`src/hw/rtl/png_cp_pkg.sv`:
```
// Shared types, codes and lookup functions for the PNG chunk stream parser.
package png_cp_pkg;

    // Width of the chunk length and byte position counters
    localparam int CNT_W = 31;

    // Parse phases
    typedef enum logic [2:0] {
        PH_SIG,
        PH_LEN,
        PH_TYPE,
        PH_PAYLOAD,
        PH_CRC,
        PH_DONE,
        PH_ERROR
    } phase_t;

    // Chunk kinds
    localparam logic [1:0] KIND_OTHER = 2'd0;
    localparam logic [1:0] KIND_IHDR  = 2'd1;
    localparam logic [1:0] KIND_IDAT  = 2'd2;
    localparam logic [1:0] KIND_IEND  = 2'd3;

    // Error codes
    localparam logic [2:0] ERR_NONE        = 3'd0;
    localparam logic [2:0] ERR_SIGNATURE   = 3'd1;
    localparam logic [2:0] ERR_COLOR_DEPTH = 3'd2;
    localparam logic [2:0] ERR_COMPRESSION = 3'd3;
    localparam logic [2:0] ERR_FILTER      = 3'd4;
    localparam logic [2:0] ERR_INTERLACE   = 3'd5;

    // Parse status codes
    localparam logic [1:0] STAT_BUSY  = 2'd0;
    localparam logic [1:0] STAT_END   = 2'd1;
    localparam logic [1:0] STAT_ERROR = 2'd2;

    // Chunk type words
    localparam logic [31:0] TYPE_IHDR = 32'h4948_4452;
    localparam logic [31:0] TYPE_IDAT = 32'h4944_4154;
    localparam logic [31:0] TYPE_IEND = 32'h4945_4E44;

    // Byte positions inside the IHDR payload
    localparam logic [CNT_W-1:0] IHDR_WIDTH_LAST  = CNT_W'(3);
    localparam logic [CNT_W-1:0] IHDR_HEIGHT_LAST = CNT_W'(7);
    localparam logic [CNT_W-1:0] IHDR_DEPTH       = CNT_W'(8);
    localparam logic [CNT_W-1:0] IHDR_COLOR       = CNT_W'(9);
    localparam logic [CNT_W-1:0] IHDR_COMPRESSION = CNT_W'(10);
    localparam logic [CNT_W-1:0] IHDR_FILTER      = CNT_W'(11);
    localparam logic [CNT_W-1:0] IHDR_INTERLACE   = CNT_W'(12);

    // Last byte of a four-byte field
    localparam logic [CNT_W-1:0] WORD_LAST = CNT_W'(3);

    typedef struct packed {
        logic [7:0] data_byte;
        logic       start_of_file;
    } in_item_t;

    typedef struct packed {
        logic [1:0]  parse_status;
        logic [2:0]  error_kind;
        logic [1:0]  chunk_kind;
        logic        payload_valid;
        logic [7:0]  payload_byte;
        logic        header_valid;
        logic [30:0] image_width;
        logic [30:0] image_height;
        logic [7:0]  sample_depth;
        logic [7:0]  color_kind;
        logic        interlaced;
    } out_item_t;

    // File signature, one byte per position
    function automatic logic [7:0] sig_byte(input logic [2:0] idx);
        logic [7:0] val;
        unique case (idx)
            3'd0: val = 8'h89;
            3'd1: val = 8'h50;
            3'd2: val = 8'h4E;
            3'd3: val = 8'h47;
            3'd4: val = 8'h0D;
            3'd5: val = 8'h0A;
            3'd6: val = 8'h1A;
            3'd7: val = 8'h0A;
            default: val = 8'h00;
        endcase
        return val;
    endfunction

    // Allowed bit depths per color type
    function automatic logic depth_fits_color(input logic [7:0] color, input logic [7:0] depth);
        logic ok;
        case (color) inside
            8'd0: ok = (depth == 8'd1) || (depth == 8'd2) || (depth == 8'd4) ||
                       (depth == 8'd8) || (depth == 8'd16);
            8'd3: ok = (depth == 8'd1) || (depth == 8'd2) || (depth == 8'd4) ||
                       (depth == 8'd8);
            8'd2, 8'd4, 8'd6: ok = (depth == 8'd8) || (depth == 8'd16);
            default: ok = 1'b0;
        endcase
        return ok;
    endfunction

endpackage

```
`src/hw/rtl/png_cp_in_reg.sv`:
```
// Input register: holds one accepted byte item until the parse step takes it.
module png_cp_in_reg (
    input  logic                 clk,
    input  logic                 rst_n,
    input  logic                 valid,
    output logic                 stall,
    input  png_cp_pkg::in_item_t item,
    input  logic                 take,
    output logic                 hold_valid,
    output png_cp_pkg::in_item_t hold_item
);
    import png_cp_pkg::*;

    logic     full_reg;
    logic     full_next;
    in_item_t item_reg;
    logic     accept;

    // Refuse a new item only while the held one cannot move on
    assign stall  = full_reg && !take;
    assign accept = valid && !stall;

    // Track occupancy
    always_comb
    begin
        if (accept)
        begin
            full_next = 1'b1;
        end
        else if (take)
        begin
            full_next = 1'b0;
        end
        else
        begin
            full_next = full_reg;
        end
    end

    always_ff @(posedge clk or negedge rst_n)
    begin
        if (!rst_n)
        begin
            full_reg <= 1'b0;
        end
        else
        begin
            full_reg <= full_next;
        end
    end

    // Capture the payload on accept
    always_ff @(posedge clk)
    begin
        if (accept)
        begin
            item_reg <= item;
        end
    end

    assign hold_valid = full_reg;
    assign hold_item  = item_reg;

    // A held item that is not taken stays held
    a_hold_kept: assert property (@(posedge clk) disable iff (!rst_n)
        full_reg && !take |=> full_reg)
        else $error("held item lost without being taken");

endmodule

```
`src/hw/rtl/png_cp_step.sv`:
```
// Parse step: parser state registers and the per-byte next-state logic.
module png_cp_step (
    input  logic                  clk,
    input  logic                  rst_n,
    input  logic                  advance,
    input  png_cp_pkg::in_item_t  item,
    output png_cp_pkg::out_item_t result
);
    import png_cp_pkg::*;

    phase_t           phase_reg,  phase_next;
    logic [CNT_W-1:0] cnt_reg,    cnt_next;
    logic [31:0]      shift_reg,  shift_next;
    logic [CNT_W-1:0] len_reg,    len_next;
    logic [1:0]       kind_reg,   kind_next;
    logic [30:0]      width_reg,  width_next;
    logic [30:0]      height_reg, height_next;
    logic [7:0]       depth_reg,  depth_next;
    logic [7:0]       color_reg,  color_next;
    logic             ilace_reg,  ilace_next;
    logic             hdr_reg,    hdr_next;
    logic [2:0]       err_reg,    err_next;

    phase_t           cur_phase;
    logic [CNT_W-1:0] cur_cnt;
    logic [31:0]      cur_shift;
    logic [CNT_W-1:0] cur_len;
    logic [1:0]       cur_kind;
    logic [30:0]      cur_width;
    logic [30:0]      cur_height;
    logic [7:0]       cur_depth;
    logic [7:0]       cur_color;
    logic             cur_ilace;
    logic             cur_hdr;
    logic [2:0]       cur_err;

    logic [7:0]       b;
    logic [31:0]      shift_in;
    logic [CNT_W-1:0] cnt_inc;
    logic             word_end;
    logic [1:0]       typed_kind;
    logic [2:0]       err_code;
    logic             pv;

    assign b = item.data_byte;

    // Start of file clears the state before this byte is parsed
    always_comb
    begin
        if (item.start_of_file)
        begin
            cur_phase  = PH_SIG;
            cur_cnt    = '0;
            cur_shift  = '0;
            cur_len    = '0;
            cur_kind   = KIND_OTHER;
            cur_width  = '0;
            cur_height = '0;
            cur_depth  = '0;
            cur_color  = '0;
            cur_ilace  = 1'b0;
            cur_hdr    = 1'b0;
            cur_err    = ERR_NONE;
        end
        else
        begin
            cur_phase  = phase_reg;
            cur_cnt    = cnt_reg;
            cur_shift  = shift_reg;
            cur_len    = len_reg;
            cur_kind   = kind_reg;
            cur_width  = width_reg;
            cur_height = height_reg;
            cur_depth  = depth_reg;
            cur_color  = color_reg;
            cur_ilace  = ilace_reg;
            cur_hdr    = hdr_reg;
            cur_err    = err_reg;
        end
    end

    assign shift_in = {cur_shift[23:0], b};
    assign cnt_inc  = cur_cnt + CNT_W'(1);
    assign word_end = (cur_cnt == WORD_LAST);

    // Classify the chunk type word
    always_comb
    begin
        if (shift_in == TYPE_IHDR)
        begin
            typed_kind = KIND_IHDR;
        end
        else if (shift_in == TYPE_IDAT)
        begin
            typed_kind = KIND_IDAT;
        end
        else if (shift_in == TYPE_IEND)
        begin
            typed_kind = KIND_IEND;
        end
        else
        begin
            typed_kind = KIND_OTHER;
        end
    end

    // Detect signature and header field errors
    always_comb
    begin
        err_code = ERR_NONE;
        if (cur_phase == PH_SIG)
        begin
            if (b != sig_byte(cur_cnt[2:0]))
            begin
                err_code = ERR_SIGNATURE;
            end
        end
        else if (cur_phase == PH_PAYLOAD && cur_kind == KIND_IHDR)
        begin
            if (cur_cnt == IHDR_COLOR && !depth_fits_color(b, cur_depth))
            begin
                err_code = ERR_COLOR_DEPTH;
            end
            else if (cur_cnt == IHDR_COMPRESSION && b != 8'd0)
            begin
                err_code = ERR_COMPRESSION;
            end
            else if (cur_cnt == IHDR_FILTER && b != 8'd0)
            begin
                err_code = ERR_FILTER;
            end
            else if (cur_cnt == IHDR_INTERLACE && b > 8'd1)
            begin
                err_code = ERR_INTERLACE;
            end
        end
    end

    // Next phase
    always_comb
    begin
        unique case (cur_phase)
            PH_SIG:
            begin
                if (err_code != ERR_NONE)
                begin
                    phase_next = PH_ERROR;
                end
                else if (cur_cnt[2:0] == 3'd7)
                begin
                    phase_next = PH_LEN;
                end
                else
                begin
                    phase_next = PH_SIG;
                end
            end
            PH_LEN:
            begin
                phase_next = word_end ? PH_TYPE : PH_LEN;
            end
            PH_TYPE:
            begin
                if (!word_end)
                begin
                    phase_next = PH_TYPE;
                end
                else if (typed_kind == KIND_IEND)
                begin
                    phase_next = PH_DONE;
                end
                else if (cur_len == '0)
                begin
                    phase_next = PH_CRC;
                end
                else
                begin
                    phase_next = PH_PAYLOAD;
                end
            end
            PH_PAYLOAD:
            begin
                if (err_code != ERR_NONE)
                begin
                    phase_next = PH_ERROR;
                end
                else if (cnt_inc == cur_len)
                begin
                    phase_next = PH_CRC;
                end
                else
                begin
                    phase_next = PH_PAYLOAD;
                end
            end
            PH_CRC:
            begin
                phase_next = word_end ? PH_LEN : PH_CRC;
            end
            PH_DONE:
            begin
                phase_next = PH_DONE;
            end
            PH_ERROR:
            begin
                phase_next = PH_ERROR;
            end
            default:
            begin
                phase_next = cur_phase;
            end
        endcase
    end

    // Counters, shifter and captured header fields
    always_comb
    begin
        cnt_next    = cur_cnt;
        shift_next  = cur_shift;
        len_next    = cur_len;
        kind_next   = cur_kind;
        width_next  = cur_width;
        height_next = cur_height;
        depth_next  = cur_depth;
        color_next  = cur_color;
        ilace_next  = cur_ilace;
        hdr_next    = cur_hdr;
        err_next    = (err_code != ERR_NONE) ? err_code : cur_err;
        pv          = 1'b0;
        unique case (cur_phase)
            PH_SIG:
            begin
                if (err_code == ERR_NONE)
                begin
                    if (cur_cnt[2:0] == 3'd7)
                    begin
                        cnt_next   = '0;
                        shift_next = '0;
                    end
                    else
                    begin
                        cnt_next = cnt_inc;
                    end
                end
            end
            PH_LEN:
            begin
                if (word_end)
                begin
                    len_next   = shift_in[CNT_W-1:0];
                    cnt_next   = '0;
                    shift_next = '0;
                end
                else
                begin
                    shift_next = shift_in;
                    cnt_next   = cnt_inc;
                end
            end
            PH_TYPE:
            begin
                if (word_end)
                begin
                    kind_next  = typed_kind;
                    cnt_next   = '0;
                    shift_next = '0;
                    if (typed_kind == KIND_IHDR)
                    begin
                        hdr_next = 1'b0;
                    end
                end
                else
                begin
                    shift_next = shift_in;
                    cnt_next   = cnt_inc;
                end
            end
            PH_PAYLOAD:
            begin
                if (cur_kind == KIND_IHDR)
                begin
                    if (cur_cnt < IHDR_DEPTH)
                    begin
                        shift_next = shift_in;
                    end
                    if (cur_cnt == IHDR_WIDTH_LAST)
                    begin
                        width_next = shift_in[30:0];
                    end
                    if (cur_cnt == IHDR_HEIGHT_LAST)
                    begin
                        height_next = shift_in[30:0];
                    end
                    if (cur_cnt == IHDR_DEPTH)
                    begin
                        depth_next = b;
                    end
                    if (cur_cnt == IHDR_COLOR)
                    begin
                        color_next = b;
                    end
                    if (cur_cnt == IHDR_INTERLACE && b <= 8'd1)
                    begin
                        ilace_next = b[0];
                        hdr_next   = 1'b1;
                    end
                end
                if (err_code == ERR_NONE)
                begin
                    pv       = 1'b1;
                    cnt_next = (cnt_inc == cur_len) ? '0 : cnt_inc;
                end
            end
            PH_CRC:
            begin
                if (word_end)
                begin
                    cnt_next   = '0;
                    shift_next = '0;
                end
                else
                begin
                    cnt_next = cnt_inc;
                end
            end
            default:
            begin
                pv = 1'b0;
            end
        endcase
    end

    // Result for this byte, showing the state after it
    always_comb
    begin
        if (phase_next == PH_ERROR)
        begin
            result.parse_status = STAT_ERROR;
        end
        else if (phase_next == PH_DONE)
        begin
            result.parse_status = STAT_END;
        end
        else
        begin
            result.parse_status = STAT_BUSY;
        end
        result.error_kind    = err_next;
        result.chunk_kind    = kind_next;
        result.payload_valid = pv;
        result.payload_byte  = pv ? b : 8'd0;
        result.header_valid  = hdr_next;
        result.image_width   = width_next;
        result.image_height  = height_next;
        result.sample_depth  = depth_next;
        result.color_kind    = color_next;
        result.interlaced    = ilace_next;
    end

    // Advance the parser state on each item taken
    always_ff @(posedge clk or negedge rst_n)
    begin
        if (!rst_n)
        begin
            phase_reg  <= PH_SIG;
            cnt_reg    <= '0;
            shift_reg  <= '0;
            len_reg    <= '0;
            kind_reg   <= KIND_OTHER;
            width_reg  <= '0;
            height_reg <= '0;
            depth_reg  <= '0;
            color_reg  <= '0;
            ilace_reg  <= 1'b0;
            hdr_reg    <= 1'b0;
            err_reg    <= ERR_NONE;
        end
        else if (advance)
        begin
            phase_reg  <= phase_next;
            cnt_reg    <= cnt_next;
            shift_reg  <= shift_next;
            len_reg    <= len_next;
            kind_reg   <= kind_next;
            width_reg  <= width_next;
            height_reg <= height_next;
            depth_reg  <= depth_next;
            color_reg  <= color_next;
            ilace_reg  <= ilace_next;
            hdr_reg    <= hdr_next;
            err_reg    <= err_next;
        end
    end

    // An error code is latched exactly while in the error phase
    a_err_phase: assert property (@(posedge clk) disable iff (!rst_n)
        (phase_reg == PH_ERROR) == (err_reg != ERR_NONE))
        else $error("error code and error phase disagree");

    // A failed parse never shows a valid header
    a_err_no_hdr: assert property (@(posedge clk) disable iff (!rst_n)
        phase_reg == PH_ERROR |-> !hdr_reg)
        else $error("header valid during error");

    // Only a new file leaves the error phase
    a_err_sticky: assert property (@(posedge clk) disable iff (!rst_n)
        phase_reg == PH_ERROR && !(advance && item.start_of_file) |=> phase_reg == PH_ERROR)
        else $error("error phase left without start of file");

endmodule

```
`src/hw/rtl/png_cp_out_reg.sv`:
```
// Result register: holds one result item until the receiver takes it.
module png_cp_out_reg (
    input  logic                  clk,
    input  logic                  rst_n,
    input  logic                  load,
    input  png_cp_pkg::out_item_t result,
    output logic                  free,
    output logic                  valid,
    input  logic                  stall,
    output png_cp_pkg::out_item_t item
);
    import png_cp_pkg::*;

    logic      valid_reg;
    logic      valid_next;
    out_item_t item_reg;

    // Room for a new result when empty or when the current one leaves now
    assign free       = !valid_reg || !stall;
    assign valid_next = load || (valid_reg && stall);

    always_ff @(posedge clk or negedge rst_n)
    begin
        if (!rst_n)
        begin
            valid_reg <= 1'b0;
        end
        else
        begin
            valid_reg <= valid_next;
        end
    end

    // Capture the result on load
    always_ff @(posedge clk)
    begin
        if (load)
        begin
            item_reg <= result;
        end
    end

    assign valid = valid_reg;
    assign item  = item_reg;

    // Never overwrite a result still waiting to be taken
    a_no_overwrite: assert property (@(posedge clk) disable iff (!rst_n)
        load |-> !(valid_reg && stall))
        else $error("result overwritten while stalled");

endmodule

```
`src/hw/rtl/png_chunk_stream_parser.sv`:
```
// Top level of the PNG chunk stream parser: input register, parse step, result register.
//
//  Channel   Signals                                   Direction  Moves
//  byte      byte_valid, byte_stall, byte_item         in         one file byte per item
//  result    result_valid, result_stall, result_item   out        one parse result per item
//
//  Each byte item yields one result item; one item per cycle is sustained while result_stall is low.
//  Each item passes the input register, then the result register.
//  The parse step is one short combinational pass between those registers.
//  rst_n clears all parser state asynchronously; start_of_file does the same per file.
//  A stall on the result side backs up through the input register into byte_stall.
module png_chunk_stream_parser (
    input  logic                  clk,
    input  logic                  rst_n,
    input  logic                  byte_valid,
    output logic                  byte_stall,
    input  png_cp_pkg::in_item_t  byte_item,
    output logic                  result_valid,
    input  logic                  result_stall,
    output png_cp_pkg::out_item_t result_item
);
    import png_cp_pkg::*;

    logic      hold_valid;
    in_item_t  hold_item;
    logic      out_free;
    logic      advance;
    out_item_t step_result;

    // Move the held byte through the step when the result register has room
    assign advance = hold_valid && out_free;

    png_cp_in_reg u_in_reg (
        .clk        (clk),
        .rst_n      (rst_n),
        .valid      (byte_valid),
        .stall      (byte_stall),
        .item       (byte_item),
        .take       (advance),
        .hold_valid (hold_valid),
        .hold_item  (hold_item)
    );

    png_cp_step u_step (
        .clk     (clk),
        .rst_n   (rst_n),
        .advance (advance),
        .item    (hold_item),
        .result  (step_result)
    );

    png_cp_out_reg u_out_reg (
        .clk    (clk),
        .rst_n  (rst_n),
        .load   (advance),
        .result (step_result),
        .free   (out_free),
        .valid  (result_valid),
        .stall  (result_stall),
        .item   (result_item)
    );

endmodule
```
`config.mk`:
```
export PLATFORM = sky130hd
export DESIGN_NAME = png_chunk_stream_parser
export DESIGN_NICKNAME = d
export VERILOG_FILES = /design/src/hw/rtl/png_cp_pkg.sv /design/src/hw/rtl/png_cp_in_reg.sv /design/src/hw/rtl/png_cp_step.sv /design/src/hw/rtl/png_cp_out_reg.sv /design/src/hw/rtl/png_chunk_stream_parser.sv
export SDC_FILE = /design/constraint.sdc
export NUM_CORES = 1
export LEC_CHECK = 0
export BUFFER_PORTS_ARGS = -buffer_cell sky130_fd_sc_hd__buf_2
export CORE_ASPECT_RATIO = 0.75
export CORE_UTILIZATION = 25
export DETAILED_ROUTE_END_ITERATION = 8
export GPL_TIMING_DRIVEN = 1
export MAX_ROUTING_LAYER = met4
export PLACE_DENSITY = 0.41
export SYNTH_ARGS = -nofsm -noshare
export SYNTH_HDL_FRONTEND = slang
export SYNTH_SLANG_ARGS = --single-unit
```
`constraint.sdc`:
```
create_clock -name clk -period 6.15 [get_ports clk]
set_input_delay 0.3075 -clock clk [delete_from_list [all_inputs] [get_ports clk]]
set_output_delay 0.3075 -clock clk [all_outputs]
set_load 0.03 [all_outputs]
```
# Yosys cells after proc, flatten, opt, wreduce, memory -nomap -nowiden
# Memory sizes are Yosys's and may differ from the RTL's.
# Index checks and enable logic that the tools add are counted.
[classes] n_addsub=1 order_cmp=3 n_eq_ne=33 n_mux=81 reduce_logical=32
[ops] operator="2-to-1 mux 31 bit" count=17
[ops] operator="2-to-1 mux 32 bit" count=7
[ops] operator="== test 31 x 4 -> 1 bit, second input constant" count=5
[ops] operator="case mux 32 bit (4 select lines)" count=1
[ops] operator="== test 32 x 31 -> 1 bit, second input constant" count=3
[ops] operator="case mux 31 bit (3 select lines)" count=1
[ops] operator="2-to-1 mux 8 bit" count=9
[ops] operator="2-to-1 mux 3 bit" count=16
[ops] operator="adder 31 x 1 -> 31 bit, second input constant" count=1
[ops] operator="== test 31 x 2 -> 1 bit, second input constant" count=1
[ops] operator="== test 31 x 3 -> 1 bit, second input constant" count=1
[ops] operator="== test 31 bit" count=1
[ops] operator="zero test 31 bit" count=1
[ops] operator="< comparator 31 x 4 -> 1 bit, second input constant" count=1
[ops] operator="== test 8 x 2 -> 1 bit, second input constant" count=3
[ops] operator="== test 8 x 3 -> 1 bit, second input constant" count=3
[ops] operator="2-to-1 mux 1 bit" count=21
[ops] operator="case mux 3 bit (7 select lines)" count=1
[ops] operator="== test 3 bit, second input constant" count=6
[ops] operator="2-to-1 mux 2 bit" count=7
[ops] operator="logical AND 1 bit" count=10
[ops] operator="== test 8 x 1 -> 1 bit, second input constant" count=1
[ops] operator="== test 8 x 4 -> 1 bit, second input constant" count=1
[ops] operator="== test 8 x 5 -> 1 bit, second input constant" count=1
[ops] operator="other kinds (17)" count=31
[totals] register_bits=289 rom_bits=56 input_bits=13 out_inout_bits=98 elab_cells=178 n_memories=1
[mem_list] name="(no name shown)" depth=8 width=7 read_ports=1 rd_ports_with_merged_regs=0 write_ports=0 line="png_cp_pkg.sv:76" source="unique case (idx)"

# Depth between registers and ports, before layout
# Gate-level depths: netlist of the first run.
[depth] ltp_word=19 depth_mapped=20 ltp_nobuf=14

# By module
# From an unflattened synthesis of the first run, not the netlist that was laid out.
[hier_totals] hier_cells=1433 area_unflattened_um2=15011.9
[modules_own_cells] mod="png_cp_step" n_inst=1 cells_per_inst=1319 area_each_um2=11758.8
[modules_own_cells] mod="png_cp_out_reg" n_inst=1 cells_per_inst=99 area_each_um2=2919.0
[modules_own_cells] mod="png_cp_in_reg" n_inst=1 cells_per_inst=14 area_each_um2=327.8
[modules_own_cells] mod="png_chunk_stream_parser" n_inst=1 cells_per_inst=1 area_each_um2=6.3

# Least setup slack after synthesis of the first run
# No wires, ideal clock.
[synth_timing] path_kind="register to register" from="register u_in_reg.item_reg (netlist bit u_in_reg.hold_item[0])" to="register u_out_reg.item_reg (netlist bit u_out_reg.item[94]) (data pin)" setup_time_ps=255 arrival_time_ps=4539 setup_slack_ps=1356 path_stages_with_launch=20 path_buffers=5 period_less_slack_ps=4794 cell_sequence="edfxtp_1 -> buf_2 -> buf_2 -> inv_2 -> clkbuf_1 -> clkbuf_1 -> buf_1 -> nand2_1 -> inv_1 -> ha_1 -> nand3b_1 -> nor3_1 -> and4b_1 -> xnor2_1 -> a221oi_1 -> a41oi_2 -> nor4_4 -> nor2_1 -> nor3_1 -> and3b_1"
[synth_via] elab_chain_cells=19 word_cells_on_any_way=75
[synth_rtl] item="start: declaration" line="png_cp_in_reg.sv:16" source="in_item_t item_reg;"
[synth_rtl] item="start signal: assignment" line="png_cp_in_reg.sv:57" source="item_reg <= item;"
[synth_rtl] item="2-to-1 mux 8 bit" line="png_cp_step.sv:50" source="if (item.start_of_file)"
[synth_rtl] item="== test 8 x 1 -> 1 bit or == test 8 x 2 -> 1 bit (tied branches)" line="png_cp_pkg.sv:94, png_cp_pkg.sv:96"
[synth_rtl] item="logical OR 1 bit (3 in a row)" line="png_cp_pkg.sv:94, png_cp_pkg.sv:96"
[synth_rtl] item="2-to-1 mux 1 bit or logical OR 1 bit (tied branches)" line="png_cp_pkg.sv:93, png_cp_pkg.sv:95"
[synth_rtl] item="2-to-1 mux 1 bit" line="png_cp_pkg.sv:93" source="case (color) inside"
[synth_rtl] item="2-to-1 mux 1 bit" line="png_cp_step.sv:118" source="else if (cur_phase == PH_PAYLOAD && cur_kind == KIND_IHDR)"
[synth_rtl] item="2-to-1 mux 1 bit" line="png_cp_step.sv:111" source="if (cur_phase == PH_SIG)"
[synth_rtl] item="zero test 1 bit" line="png_cp_step.sv:120" source="if (cur_cnt == IHDR_COLOR && !depth_fits_color(b, cur_depth))"
[synth_rtl] item="logical AND 1 bit" line="png_cp_step.sv:120"
[synth_rtl] item="2-to-1 mux 3 bit" line="png_cp_step.sv:120"
[synth_rtl] item="2-to-1 mux 3 bit" line="png_cp_step.sv:118"
[synth_rtl] item="2-to-1 mux 3 bit" line="png_cp_step.sv:111"
[synth_rtl] item="nonzero test 3 bit" line="png_cp_step.sv:145, png_cp_step.sv:183"
[synth_rtl] item="2-to-1 mux 3 bit (on tied branches)" line="png_cp_step.sv:183, png_cp_step.sv:145"
[synth_rtl] item="case mux 3 bit (7 select lines) *" line="png_cp_step.sv:142" source="unique case (cur_phase)"
[synth_rtl] item="== test 3 bit" line="png_cp_step.sv:340" source="else if (phase_next == PH_DONE)"
[synth_rtl] item="2-to-1 mux 1 bit" line="png_cp_step.sv:340"
[synth_rtl] item="end signal: assignment" line="png_cp_out_reg.sv:39" source="item_reg <= result;"
[synth_rtl] item="end: declaration" line="png_cp_out_reg.sv:16" source="out_item_t item_reg;"
# Every way passes the cells marked *; elsewhere a longest branch is shown, timed or not. The select of a mux whose other input is x is not followed.
# A chain may end at the register's enable or synchronous reset.

# Worst setup path after layout of the first run
[layout_timing] from="register u_in_reg.item_reg (netlist bit u_in_reg.hold_item[0])" to="register u_step.cnt_reg[26]"
[layout_via] elab_chain_cells=17 word_cells_on_any_way=58
[layout_rtl] item="2-to-1 mux 8 bit" line="png_cp_step.sv:50"
[layout_rtl] item="== test 8 x 1 -> 1 bit or == test 8 x 2 -> 1 bit (tied branches)" line="png_cp_pkg.sv:94, png_cp_pkg.sv:96"
[layout_rtl] item="logical OR 1 bit (3 in a row)" line="png_cp_pkg.sv:94, png_cp_pkg.sv:96"
[layout_rtl] item="2-to-1 mux 1 bit or logical OR 1 bit (tied branches)" line="png_cp_pkg.sv:93, png_cp_pkg.sv:95"
[layout_rtl] item="2-to-1 mux 1 bit" line="png_cp_pkg.sv:93"
[layout_rtl] item="2-to-1 mux 1 bit" line="png_cp_step.sv:118"
[layout_rtl] item="2-to-1 mux 1 bit" line="png_cp_step.sv:111"
[layout_rtl] item="zero test 1 bit" line="png_cp_step.sv:120"
[layout_rtl] item="logical AND 1 bit" line="png_cp_step.sv:120"
[layout_rtl] item="2-to-1 mux 3 bit" line="png_cp_step.sv:120"
[layout_rtl] item="2-to-1 mux 3 bit" line="png_cp_step.sv:118"
[layout_rtl] item="2-to-1 mux 3 bit" line="png_cp_step.sv:111"
[layout_rtl] item="zero test 3 bit" line="png_cp_step.sv:233, png_cp_step.sv:308"
[layout_rtl] item="2-to-1 mux 31 bit (on tied branches)" line="png_cp_step.sv:308, png_cp_step.sv:233"
[layout_rtl] item="case mux 31 bit (3 select lines) *" line="png_cp_step.sv:230" source="unique case (cur_phase)"
[layout_rtl] item="end signal: assignment" line="png_cp_step.sv:381" source="cnt_reg <= cnt_next;"
[layout_rtl] item="end: declaration" line="png_cp_step.sv:12" source="logic [CNT_W-1:0] cnt_reg, cnt_next;"
# Marks and branches as above.

==> flow_summary.json, run 1 <==
{
  "seq_power_share_pct": 44.4,
  "async_reset_ff_share_pct": 62.6,
  "grt_max_degree": 177,
  "yosysTopAreaCell": "dfrtp_1",
  "tritoncts": "yes",
  "p_leak_nw": 6.77,
  "synth.area.top_cells": "dfrtp_1 (30%), edfxtp_1 (22%), nand2_1 (5.1%)",
  "internal_power_mw": 3.35,
  "timing.final.crit_share_pct": 78.0,
  "power_density_mw_per_mm2": 285,
  "dr.pass1.iters": 5,
  "antenna_found_initial": 1,
  "critPathKind": "reg -> reg",
  "die_h_um": 210,
  "synthesis.area_mm2": 0.0144,
  "finalSetupViolations": 0,
  "place_hpwl_um": 32200,
  "drive_gt1_share_pct": 16.4,
  "n_antenna_cell": 0,
  "synth_cell_types": 79,
  "clkTransAtPathRegs_ns": 0.06,
  "cts_setup_buffers": 0,
  "routed-via-count": 11700,
  "grt_overflow_total": 0,
  "ys_seq_elements": 281,
  "hold_depth": 3,
  "largest_reg_flops": 96,
  "fin_tns_setup_ns": 0,
  "r2r_end": "u_step.cnt_reg[26]",
  "hold_start": "result_stall",
  "status": "finished, final reports clean",
  "hold_path.class": "in -> reg",
  "drt_iter0_drc": 919,
  "layout.nets": 1512,
  "post-synth-top-area-fraction_pct": 30.5,
  "r2r_start": "u_in_reg.hold_item[0]",
  "netSwitchingFraction_pct": 30.3,
  "syn_inst": 1421,
  "grt_pass1_wl_um": 75000,
  "crit_path_start_kind": "flip-flop",
  "endpoint_kind": "flip-flop",
  "worst_r2r_path_depth": 13,
  "cp_max_fo": 13,
  "pwr-share-comb_pct": 14.6,
  "syn_nets": 1440,
  "grt_pass1_vias": 11500,
  "fp.dieW_um": 280,
  "start_util_pct": 25.6,
  "p_sw_mw": 1.46,
  "clock-sinks": 281,
  "max_freq_mhz": 208,
  "period_minus_slack_ns": 4.80,
  "die_area_mm2": 0.0588,
  "yosysSeqAreaShare_pct": 52.3,
  "drt.antenna.violating_nets": 0,
  "synth_area_per_cell_um2": 10.2,
  "cts-root-buf": "clkbuf_16",
  "cp.required_ns": 6.59,
  "rsz0062_at_grt": "false",
  "core_mm2": 0.0565,
  "port_buffers": 110,
  "hold_viol_final": 0,
  "drc_errors": 0,
  "ys_warn_count": 0,
  "cts_max_path_buffers": 3,
  "max-vdd-ir-drop_uv": 176,
  "cts_buffers": 35,
  "fillerInstances": 5935,
  "io_pins": 111,
  "p_clk_share_pct": 41.1,
  "worst_slew_pin_slew_ns": 1.23,
  "rrSetupSlack_ns": 1.35,
  "synth_edf_count": 105,
  "synth-main-ff-cell": "dfrtp_1",
  "grt_usage_pct": 17.2,
  "areaGrowthSynthToFinish_pct": 17.1,
  "cts_resized": 0,
  "cap_viol_max_count": 0,
  "finClkSkew_ns": 0.0312,
  "vias_per_cell": 5.10,
  "clk_latency_ns": 0.57,
  "fin_util_pct": 29.9,
  "worstHoldEndpoint": "u_out_reg.valid",
  "crit_arrival_ns": 5.24,
  "maxSlewHeadroom_pct": 17.1,
  "routed_wl_um": 49000,
  "wire_per_inst_um": 21.4,
  "ctsHtreeMaxLevel": 2,
  "place_congestion": 0.950,
  "row_count": 75,
  "drv_slew": 0
}
## worst max path at each step
stage                          startpoint            endpoint  slack (ns)  cells after the start
finish              u_in_reg.hold_item[0]  u_step.cnt_reg[26]        1.35                     13
global route        u_in_reg.hold_item[0]  u_step.cnt_reg[26]        0.89                     13
CTS                 u_in_reg.hold_item[0]  u_step.cnt_reg[26]        1.44                     13
detailed placement  u_in_reg.hold_item[0]  u_step.cnt_reg[26]        1.44                     13
global placement    u_in_reg.hold_item[0]  u_step.cnt_reg[26]        1.58                     13
floorplan           u_in_reg.hold_item[0]  u_out_reg.item[94]        1.36                     19
## through the flow
step	cells	power (mW)	instance area, µm²	worst slack, ns	hold slack, ns
floorplan	1421	2.61	14400	1.36	0.0119
global placement	2215	2.86	15700	1.58	0.374
detailed placement	2215	2.86	15700	1.44	0.372
CTS	2290	4.88	16900	1.44	0.0386
global route	2290	5.02	16900	0.888	0.0549
finish	2290	4.81	16900	1.35	0.0721
## power by group through the flow
stage          registers [mW]  logic, mW  clock network (mW)
6_report                 2.14      0.701                1.98
5_1_grt                  2.15      0.759                2.11
4_1_cts                  2.14      0.701                2.05
3_5_place_dp             2.17      0.693                   0
3_3_place_gp             2.17      0.693                   0
2_1_floorplan            2.20      0.404                   0
## logic make-up (layout without fill, tap and decap cells)
kind of cell	Yosys count	count (layout)	share of synthesized area [%]
and+or+nand+nor	544	544	18.6
AOI/OAI and AO/OA	318	318	15.2
DFF	281	281	52.3
buffers and inverters	128	227	3.53
muxes	81	81	5.89
xor gates and xnor gates	63	63	3.92
adders and majority gates	6	6	0.520
## critical path: stages (launching register included)
cell and delay, ns:
edfxtp_1 0.45, nand2b_1 0.40, inv_1 0.17, ha_1 0.36, nand3b_1 0.26, nor3_1 0.59
and4b_1 0.38, o311ai_0 0.13, nor4_1 0.29, a41oi_2 0.27, o311ai_0 0.36, and3_1 0.67
nor4_1 0.09, a211o_1 0.25
## per-layer routing
layer | up-vias | part of all wire, % | routed length [µm] | global-route usage [%]
met5 | - | 0 | 0 | -
met4 | 0 | 1.9 | 929 | 4.33
met2 | 340 | 42 | 20400 | 23.5
met1 | 5897 | 51 | 25000 | 25.8
met3 | 67 | 5.4 | 2640 | 3.07
li1 | 5372 | - | - | -
## cell usage after synthesis (17+ instances only)
| cell type | instances |
|---|---|
| a21oi_1 | 28 |
| a22o_1 | 30 |
| a22oi_1 | 30 |
| and3_1 | 24 |
| clkbuf_1 | 82 |
| dfrtp_1 | 176 |
| edfxtp_1 | 105 |
| mux2_2 | 32 |
| mux2i_1 | 49 |
| nand2_1 | 197 |
| nand3_1 | 33 |
| nand4_1 | 17 |
| nor2_1 | 123 |
| nor3_1 | 26 |
| nor4_1 | 38 |
| o21ai_0 | 87 |
| o31ai_1 | 55 |
| xnor2_1 | 45 |
| xor2_1 | 17 |
## cells in the final DEF, fill, tap and decap left out, drive strengths merged, types with 17 or more instances in the layout
master  Yosys  final
buf        28    133
xnor2      45     45
nand4      17     17
o31ai      55     55
xor2       17     17
dfrtp     176    176
o21ai      94     94
mux2       32     32
and3       24     24
mux2i      49     49
a21oi      28     28
nand2     198    198
nor3       27     27
a22o       30     30
inv        18     21
nor4       40     40
nand3      33     33
nor2      124    124
edfxtp    105    105
a22oi      30     30
clkbuf     82     50
## repair_timing
action	4_1_cts	5_1_grt
endpoints found under the hold margin	76	0
endpoints found under the setup margin	0	0
hold buffers	11	0
## layout make-up
| class | instances | area (µm²) | share of cell area [%] |
|---|---|---|---|
| clock inverter | 15 | 105 | 0.622 |
| multi-input combinational | 1012 | 6400 | 37.9 |
| clock buffer | 49 | 948 | 5.61 |
| sequential | 281 | 7560 | 44.7 |
| tap | 770 | 963 | 5.70 |
| inverter | 18 | 72.6 | 0.429 |
| timing repair buffer | 145 | 862 | 5.10 |
Note: power is estimated with default switching activity, not from simulation.
==> inputs of run 2 (changes only) <==
ABC_AREA = 1   (was not set)
PLACE_DENSITY = 0.42   (was 0.41)
clock period = 3.9 ns   (was 6.15 ns; I/O delays follow)
==> run 2 against run 1 <==
  * Die area is 13% higher
  * Critical path depth is 6 higher
  * Maximum frequency is 31% higher
  * Global-route usage is 0.56 points higher
  * Critical endpoint is now u_step.cnt_reg[9]
  * Largest cell class unchanged
==> flow_summary.json, run 2 <==
{
  "crit_path_start_kind": "flip-flop",
  "clock-sinks": 281,
  "fin_tns_setup_ns": 0,
  "status": "finished, final reports clean",
  "antenna_found_initial": 1,
  "vias_per_cell": 4.80,
  "rsz0062_at_grt": "false",
  "period_minus_slack_ns": 3.67,
  "start_util_pct": 25.5,
  "ys_seq_elements": 281,
  "yosysSeqAreaShare_pct": 46.3,
  "final_common_cell": "nand2_1",
  "fillerInstances": 7039,
  "use_met2_pct": 24.6,
  "yosysTopAreaCell": "dfrtp_1",
  "drv_slew": 0,
  "hold_viol_final": 0,
  "synth_cell_types": 47,
  "clk_latency_ns": 0.59,
  "cap_viol_max_count": 0,
  "endpoint_kind": "flip-flop",
  "gr-usage-met3_pct": 2.74,
  "synth_area_per_cell_um2": 7.24,
  "drive_gt1_share_pct": 11.7,
  "async_reset_ff_share_pct": 62.6,
  "power_density_mw_per_mm2": 540,
  "cp_top_family": "simple AND/OR/NAND/NOR gates",
  "finalSetupViolations": 0,
  "areaGrowthSynthToFinish_pct": 17.1,
  "core_mm2": 0.0641,
  "synth_edf_count": 105,
  "grt_usage_pct": 17.8,
  "cts_setup_buffers": 0,
  "seqCellArea_mm2": 0.00756,
  "port_buffers": 110,
  "ys_warn_count": 0,
  "io_pins": 111,
  "final_cell_mix": "nand2_1 (697), nor2_1 (245), inv_1 (229)",
  "dr.pass1.iters": 5,
  "finClkSkew_ns": 0.0188,
  "max-vdd-ir-drop_uv": 300,
  "critPathKind": "reg -> reg",
  "synth-main-ff-cell": "dfrtp_1",
  "clkTransAtPathRegs_ns": 0.06,
  "synthTopCellsByCount": "nand2_1 (699), nor2_1 (247), inv_1 (229)",
  "row_count": 80,
  "cts_max_path_buffers": 3,
  "drt_iter0_drc": 1574,
  "yosysMostFrequentCell": "nand2_1",
  "use_met1_pct": 27.1,
  "slowest_stage": "nor2_1",
  "cts_buffers": 31,
  "place_hpwl_um": 41700,
  "cp.required_ns": 4.36,
  "routed_wl_um": 58300,
  "syn_nets": 2276,
  "tritoncts": "yes",
  "fp.dieW_um": 297,
  "layout.nets": 2375,
  "cp_max_fo": 27,
  "grt-busiest-layer": "met1",
  "routed-via-count": 15600,
  "wire_per_inst_um": 18.0,
  "crit_arrival_ns": 4.13,
  "drc_errors": 0,
  "timing.final.crit_share_pct": 94.2,
  "largest_reg_flops": 96,
  "cts-root-buf": "clkbuf_16",
  "ctsHtreeMaxLevel": 1,
  "worst_slew_pin_slew_ns": 0.888,
  "crit_top_cell": "nand2_1",
  "grt_overflow_total": 0,
  "syn_inst": 2257,
  "path_cells": "inv_4 > nand2_1 > inv_1 > ha_1 > nand4_1 > nor2_1 > nand2_1 > nand2_1 > nand2_1 > nand2_1 > nand2_1 > nor2_1 > nand3_1 > nor2_2 > nand2_2 > nand2_4 > nand2_8 > nand2_1 > a21oi_1",
  "place_congestion": 0.957,
  "fin_util_pct": 29.9,
  "maxSlewHeadroom_pct": 40.8,
  "die_area_mm2": 0.0664,
  "grt_pass1_wl_um": 89200,
  "grt_pass1_vias": 14300,
  "synth.area.top_cells": "dfrtp_1 (27%), edfxtp_1 (19%), nand2_1 (16%)",
  "synthesis.area_mm2": 0.0163,
  "post-synth-top-area-fraction_pct": 27.0,
  "grt_max_degree": 95,
  "multi_input_area_mm2": 0.00742,
  "drt.antenna.violating_nets": 0,
  "hold_path.class": "in -> async",
  "p_leak_nw": 8.90,
  "max_freq_mhz": 272,
  "die_h_um": 223,
  "cp_slowest_stage_delay_ns": 0.50,
  "crit_buf_inv": 2
}
-- run 2: cell count changes after synthesis, moves of 27 or more --
cell / previous run / this run
mux2i_1: 49 / 0
a21oi_1: 28 / 114
inv_1: 16 / 229
a22o_1: 30 / 0
xnor2_1: 45 / 0
mux2_2: 32 / 0
a22oi_1: 30 / 3
nor2_1: 123 / 247
o31ai_1: 55 / 0
o21ai_0: 87 / 210
nand2_1: 197 / 699
nand3_1: 33 / 190
-- run 2: logic make-up after synthesis --
group           after synthesis  share of synthesized area [%]
simple gates               1276                           33.5
compound gates              346                           10.8
buf+inv                     343                           8.59
flops                       281                           46.3
fa+ha+maj                     6                          0.460
xor+xnor                      5                          0.352
-- run 2: report_power, final --
part / total (mW) / internal, mW / switching [mW]
sequential: 3.89 / 3.49 / 0.391
combinational: 3.37 / 0.921 / 2.45
clock: 3.07 / 1.75 / 1.32
-- run 2: through the flow --
step	hold slack [ns]	worst slack (ns)	std cells	area, µm²	total power [mW]
after floorplan	-0.101	0.935	2257	16300	6.07
after global placement	0.336	0.245	3172	18000	7.27
after detailed placement	0.333	0.167	3172	18000	7.27
after CTS	0.252	0.132	3242	19100	10.4
after global routing	0.285	0.00898	3243	19100	11.0
final	0.236	0.226	3243	19100	10.3
-- run 2: path summary, 6_finish.rpt --
path	startpoint	slack [ns]	depth (start not counted)	end
max	u_in_reg.hold_item[0]	0.23	19	u_step.cnt_reg[9]
min	rst_n	0.24	2	u_step.width_reg[25]
max reg2reg	u_in_reg.hold_item[0]	0.23	19	u_step.cnt_reg[9]
min reg2reg	u_step.height_reg[16]	0.48	2	u_step.height_reg[16]
max in group asynchronous	rst_n	2.77	3	u_step.len_reg[4]
min in group clk	byte_item[2]	0.32	2	u_in_reg.hold_item[2]
-- run 2: layout make-up --
class                   count  area share (%)
clock buffers              39            4.26
clock inverters            19            1.14
diodes                      1          0.0131
multi-input cells        1633            38.8
repair buffers            171            5.99
well taps                 861            5.63
flip-flops and latches    281            39.5
inverters                 238            4.71
-- run 2: what timing repair did --
action | in CTS | in global routing
hold buffers | 12 | 0
hold endpoints to repair | 102 | 0
resized for setup | 0 | 7
setup endpoints to repair | 0 | 52
-- run 2: worst register-to-register path: stages (launching register included) --
cell      delay [ns]
edfxtp_1        0.48
inv_4           0.11
nand2_1         0.17
inv_1           0.16
ha_1            0.25
nand4_1         0.25
nor2_1          0.50
nand2_1         0.10
nand2_1         0.10
nand2_1         0.10
nand2_1         0.09
nand2_1         0.05
nor2_1          0.19
nand3_1         0.14
nor2_2          0.23
nand2_2         0.13
nand2_4         0.11
nand2_8         0.16
nand2_1         0.14
a21oi_1         0.07
-- run 2: layer usage --
metal / wire (µm) / vias to the layer above / part of all wire [%]
met4: 1010 / 0 / 1.7
li1: - / 7535 / -
met3: 3570 / 62 / 6.1
met1: 29800 / 7520 / 51
met5: 0 / - / 0
met2: 24000 / 452 / 41
==> inputs of run 3 (changes only) <==
MAX_ROUTING_LAYER = not set   (was met4)
==> run 3 against run 2 <==
  * First-iteration DRC count down 3.9%
  * Clock-buffer cell count rose by 3
  * Maximum frequency is 0.91% higher
  * Largest power group unchanged
==> flow_summary.json, run 3 (same netlist as run 2, synthesis figures left out) <==
{
  "cp_slowest_stage_delay_ns": 0.44,
  "crit_arrival_ns": 3.97,
  "maxSlewHeadroom_pct": 33.0,
  "timing.final.crit_share_pct": 93.4,
  "fin_tns_setup_ns": 0,
  "whs_ns": 0.182,
  "grt_overflow_total": 0,
  "place_hpwl_um": 41200,
  "grt_pass1_vias": 14400,
  "rsz0062_at_grt": "false",
  "path_cells": "inv_1 > nor2_1 > buf_4 > inv_1 > ha_1 > inv_1 > nand3_1 > nand2_1 > nand3b_1 > nor2_2 > nand2_1 > nor2_1 > nand2_1 > nor2_1 > nand2_1 > nor2_1 > nand2_1 > nor2_2 > nand2_2 > nand2_4 > nand2_1 > nand3b_1 > nor2_1",
  "finClkSkew_ns": 0.0197,
  "max-vdd-ir-drop_uv": 301,
  "cp_max_fo": 6,
  "final_area_mm2": 0.0191,
  "place_congestion": 0.950,
  "placed_area_mm2": 0.0179,
  "grt_max_degree": 81,
  "finalSetupViolations": 0,
  "clkTransAtPathRegs_ns": 0.07,
  "layout.nets": 2372,
  "largest_reg_flops": 96,
  "final_common_cell": "nand2_1",
  "die_h_um": 223,
  "drt_iter0_drc": 1512,
  "crit_top_cell": "nand2_1",
  "clk_latency_ns": 0.60,
  "fillerInstances": 6973,
  "dr.pass1.iters": 5,
  "power_density_mw_per_mm2": 536,
  "row_count": 80,
  "grt_pass1_wl_um": 89000,
  "die_area_mm2": 0.0664,
  "cp_top_family": "simple AND/OR/NAND/NOR gates",
  "critPathKind": "reg -> reg",
  "hold_viol_final": 0,
  "crit_buf_inv": 4,
  "hold_path.class": "in -> async",
  "drive_gt1_share_pct": 11.6,
  "port_buffers": 110,
  "drt.antenna.violating_nets": 0,
  "tritoncts": "yes",
  "cts_buffers": 30,
  "period_minus_slack_ns": 3.64,
  "slowest_stage": "dfrtp_1",
  "cts_max_path_buffers": 3,
  "antenna_found_initial": 3,
  "max_freq_mhz": 275,
  "fp.dieW_um": 297,
  "grt_usage_pct": 17.2,
  "routed-via-count": 15500,
  "core_mm2": 0.0641,
  "wire_per_inst_um": 18.0,
  "cts-root-buf": "clkbuf_16",
  "fin_cells": 3239,
  "crit_path_start_kind": "flip-flop",
  "cap_viol_max_count": 0,
  "clock-sinks": 281,
  "p_leak_nw": 8.87,
  "drc_errors": 0,
  "fin_util_pct": 29.8,
  "start_util_pct": 25.5,
  "status": "finished, final reports clean",
  "place_inst": 3169,
  "worst_slew_pin_slew_ns": 1.01,
  "io_pins": 111,
  "final_cell_mix": "nand2_1 (697), nor2_1 (243), inv_1 (229)",
  "vias_per_cell": 4.78,
  "drv_slew": 0,
  "cp.required_ns": 4.23,
  "areaGrowthSynthToFinish_pct": 16.7,
  "routed_wl_um": 58300,
  "endpoint_kind": "flip-flop",
  "ctsHtreeMaxLevel": 1
}
-- run 3: changes by cell type in the layout (fill, tap and decap cells not counted), moves of 2 or more --
| cell | change |
|---|---|
| clkbuf_8 | +3 |
| clkinv_4 | -2 |
| nor2_1 | -2 |
| bufinv_16 | -2 |
| nor2_2 | +3 |
-- run 3: worst paths after layout --
check | cells past startpoint | end | start | slack, ns
worst max-delay path | 23 | u_out_reg.item[95] | u_step.cnt_reg[0] | 0.26
worst min-delay path | 2 | u_step.width_reg[22] | rst_n | 0.18
worst max register to register | 23 | u_out_reg.item[95] | u_step.cnt_reg[0] | 0.26
worst min register to register | 2 | u_step.height_reg[20] | u_step.height_reg[20] | 0.48
max in group asynchronous | 3 | u_step.cnt_reg[7] | rst_n | 2.75
min in group clk | 2 | u_in_reg.hold_item[4] | byte_item[4] | 0.32
-- run 3: layout make-up --
cell class / count / area [µm²] / share of cell area (%)
clock buffers: 42 / 857 / 4.50
inverters: 238 / 901 / 4.72
clock inverters: 14 / 133 / 0.696
repair buffers: 169 / 1120 / 5.89
diodes: 1 / 2.50 / 0.0131
multi-input cells: 1633 / 7420 / 38.9
well taps: 861 / 1080 / 5.65
flip-flops and latches: 281 / 7560 / 39.6
-- run 3: worst reg2reg max path: cells and delay by family, from the launching register on --
kind	cells	cell delay (ns)
flip-flops	1	0.44
buffers and inverters	4	0.46
AND/OR/NAND/NOR	18	2.16
adder cells (fa/ha/maj)	1	0.34
-- run 3: power breakdown --
part           internal [mW]  switching, mW  total [mW]
clock network           1.66           1.30        2.97
registers               3.49          0.390        3.88
logic                  0.912           2.45        3.37
-- run 3: per-stage QoR --
stage / setup WS [ns] / power (mW)
6_report: 0.259 / 10.2
5_1_grt: 0.00932 / 10.8
4_1_cts: 0.177 / 10.3
3_5_place_dp: 0.182 / 7.24
3_3_place_gp: 0.216 / 7.23
2_1_floorplan: 0.935 / 6.07
-- run 3: per-layer routing --
| metal | GRT usage [%] | share of wire [%] | vias to the layer above |
|---|---|---|---|
| met5 | 0 | 0.022 | - |
| met4 | 3.31 | 1.8 | 2 |
| met3 | 3.52 | 7.5 | 68 |
| met2 | 24.4 | 41 | 505 |
| met1 | 26.6 | 50 | 7380 |
| li1 | - | - | 7519 |
-- run 3: what timing repair did --
item | in CTS | in global routing
endpoints found under the hold margin | 86 | 0
setup endpoints to repair | 0 | 41
gates resized for setup | 0 | 4
setup buffers | 0 | 1
hold buffers | 12 | 0
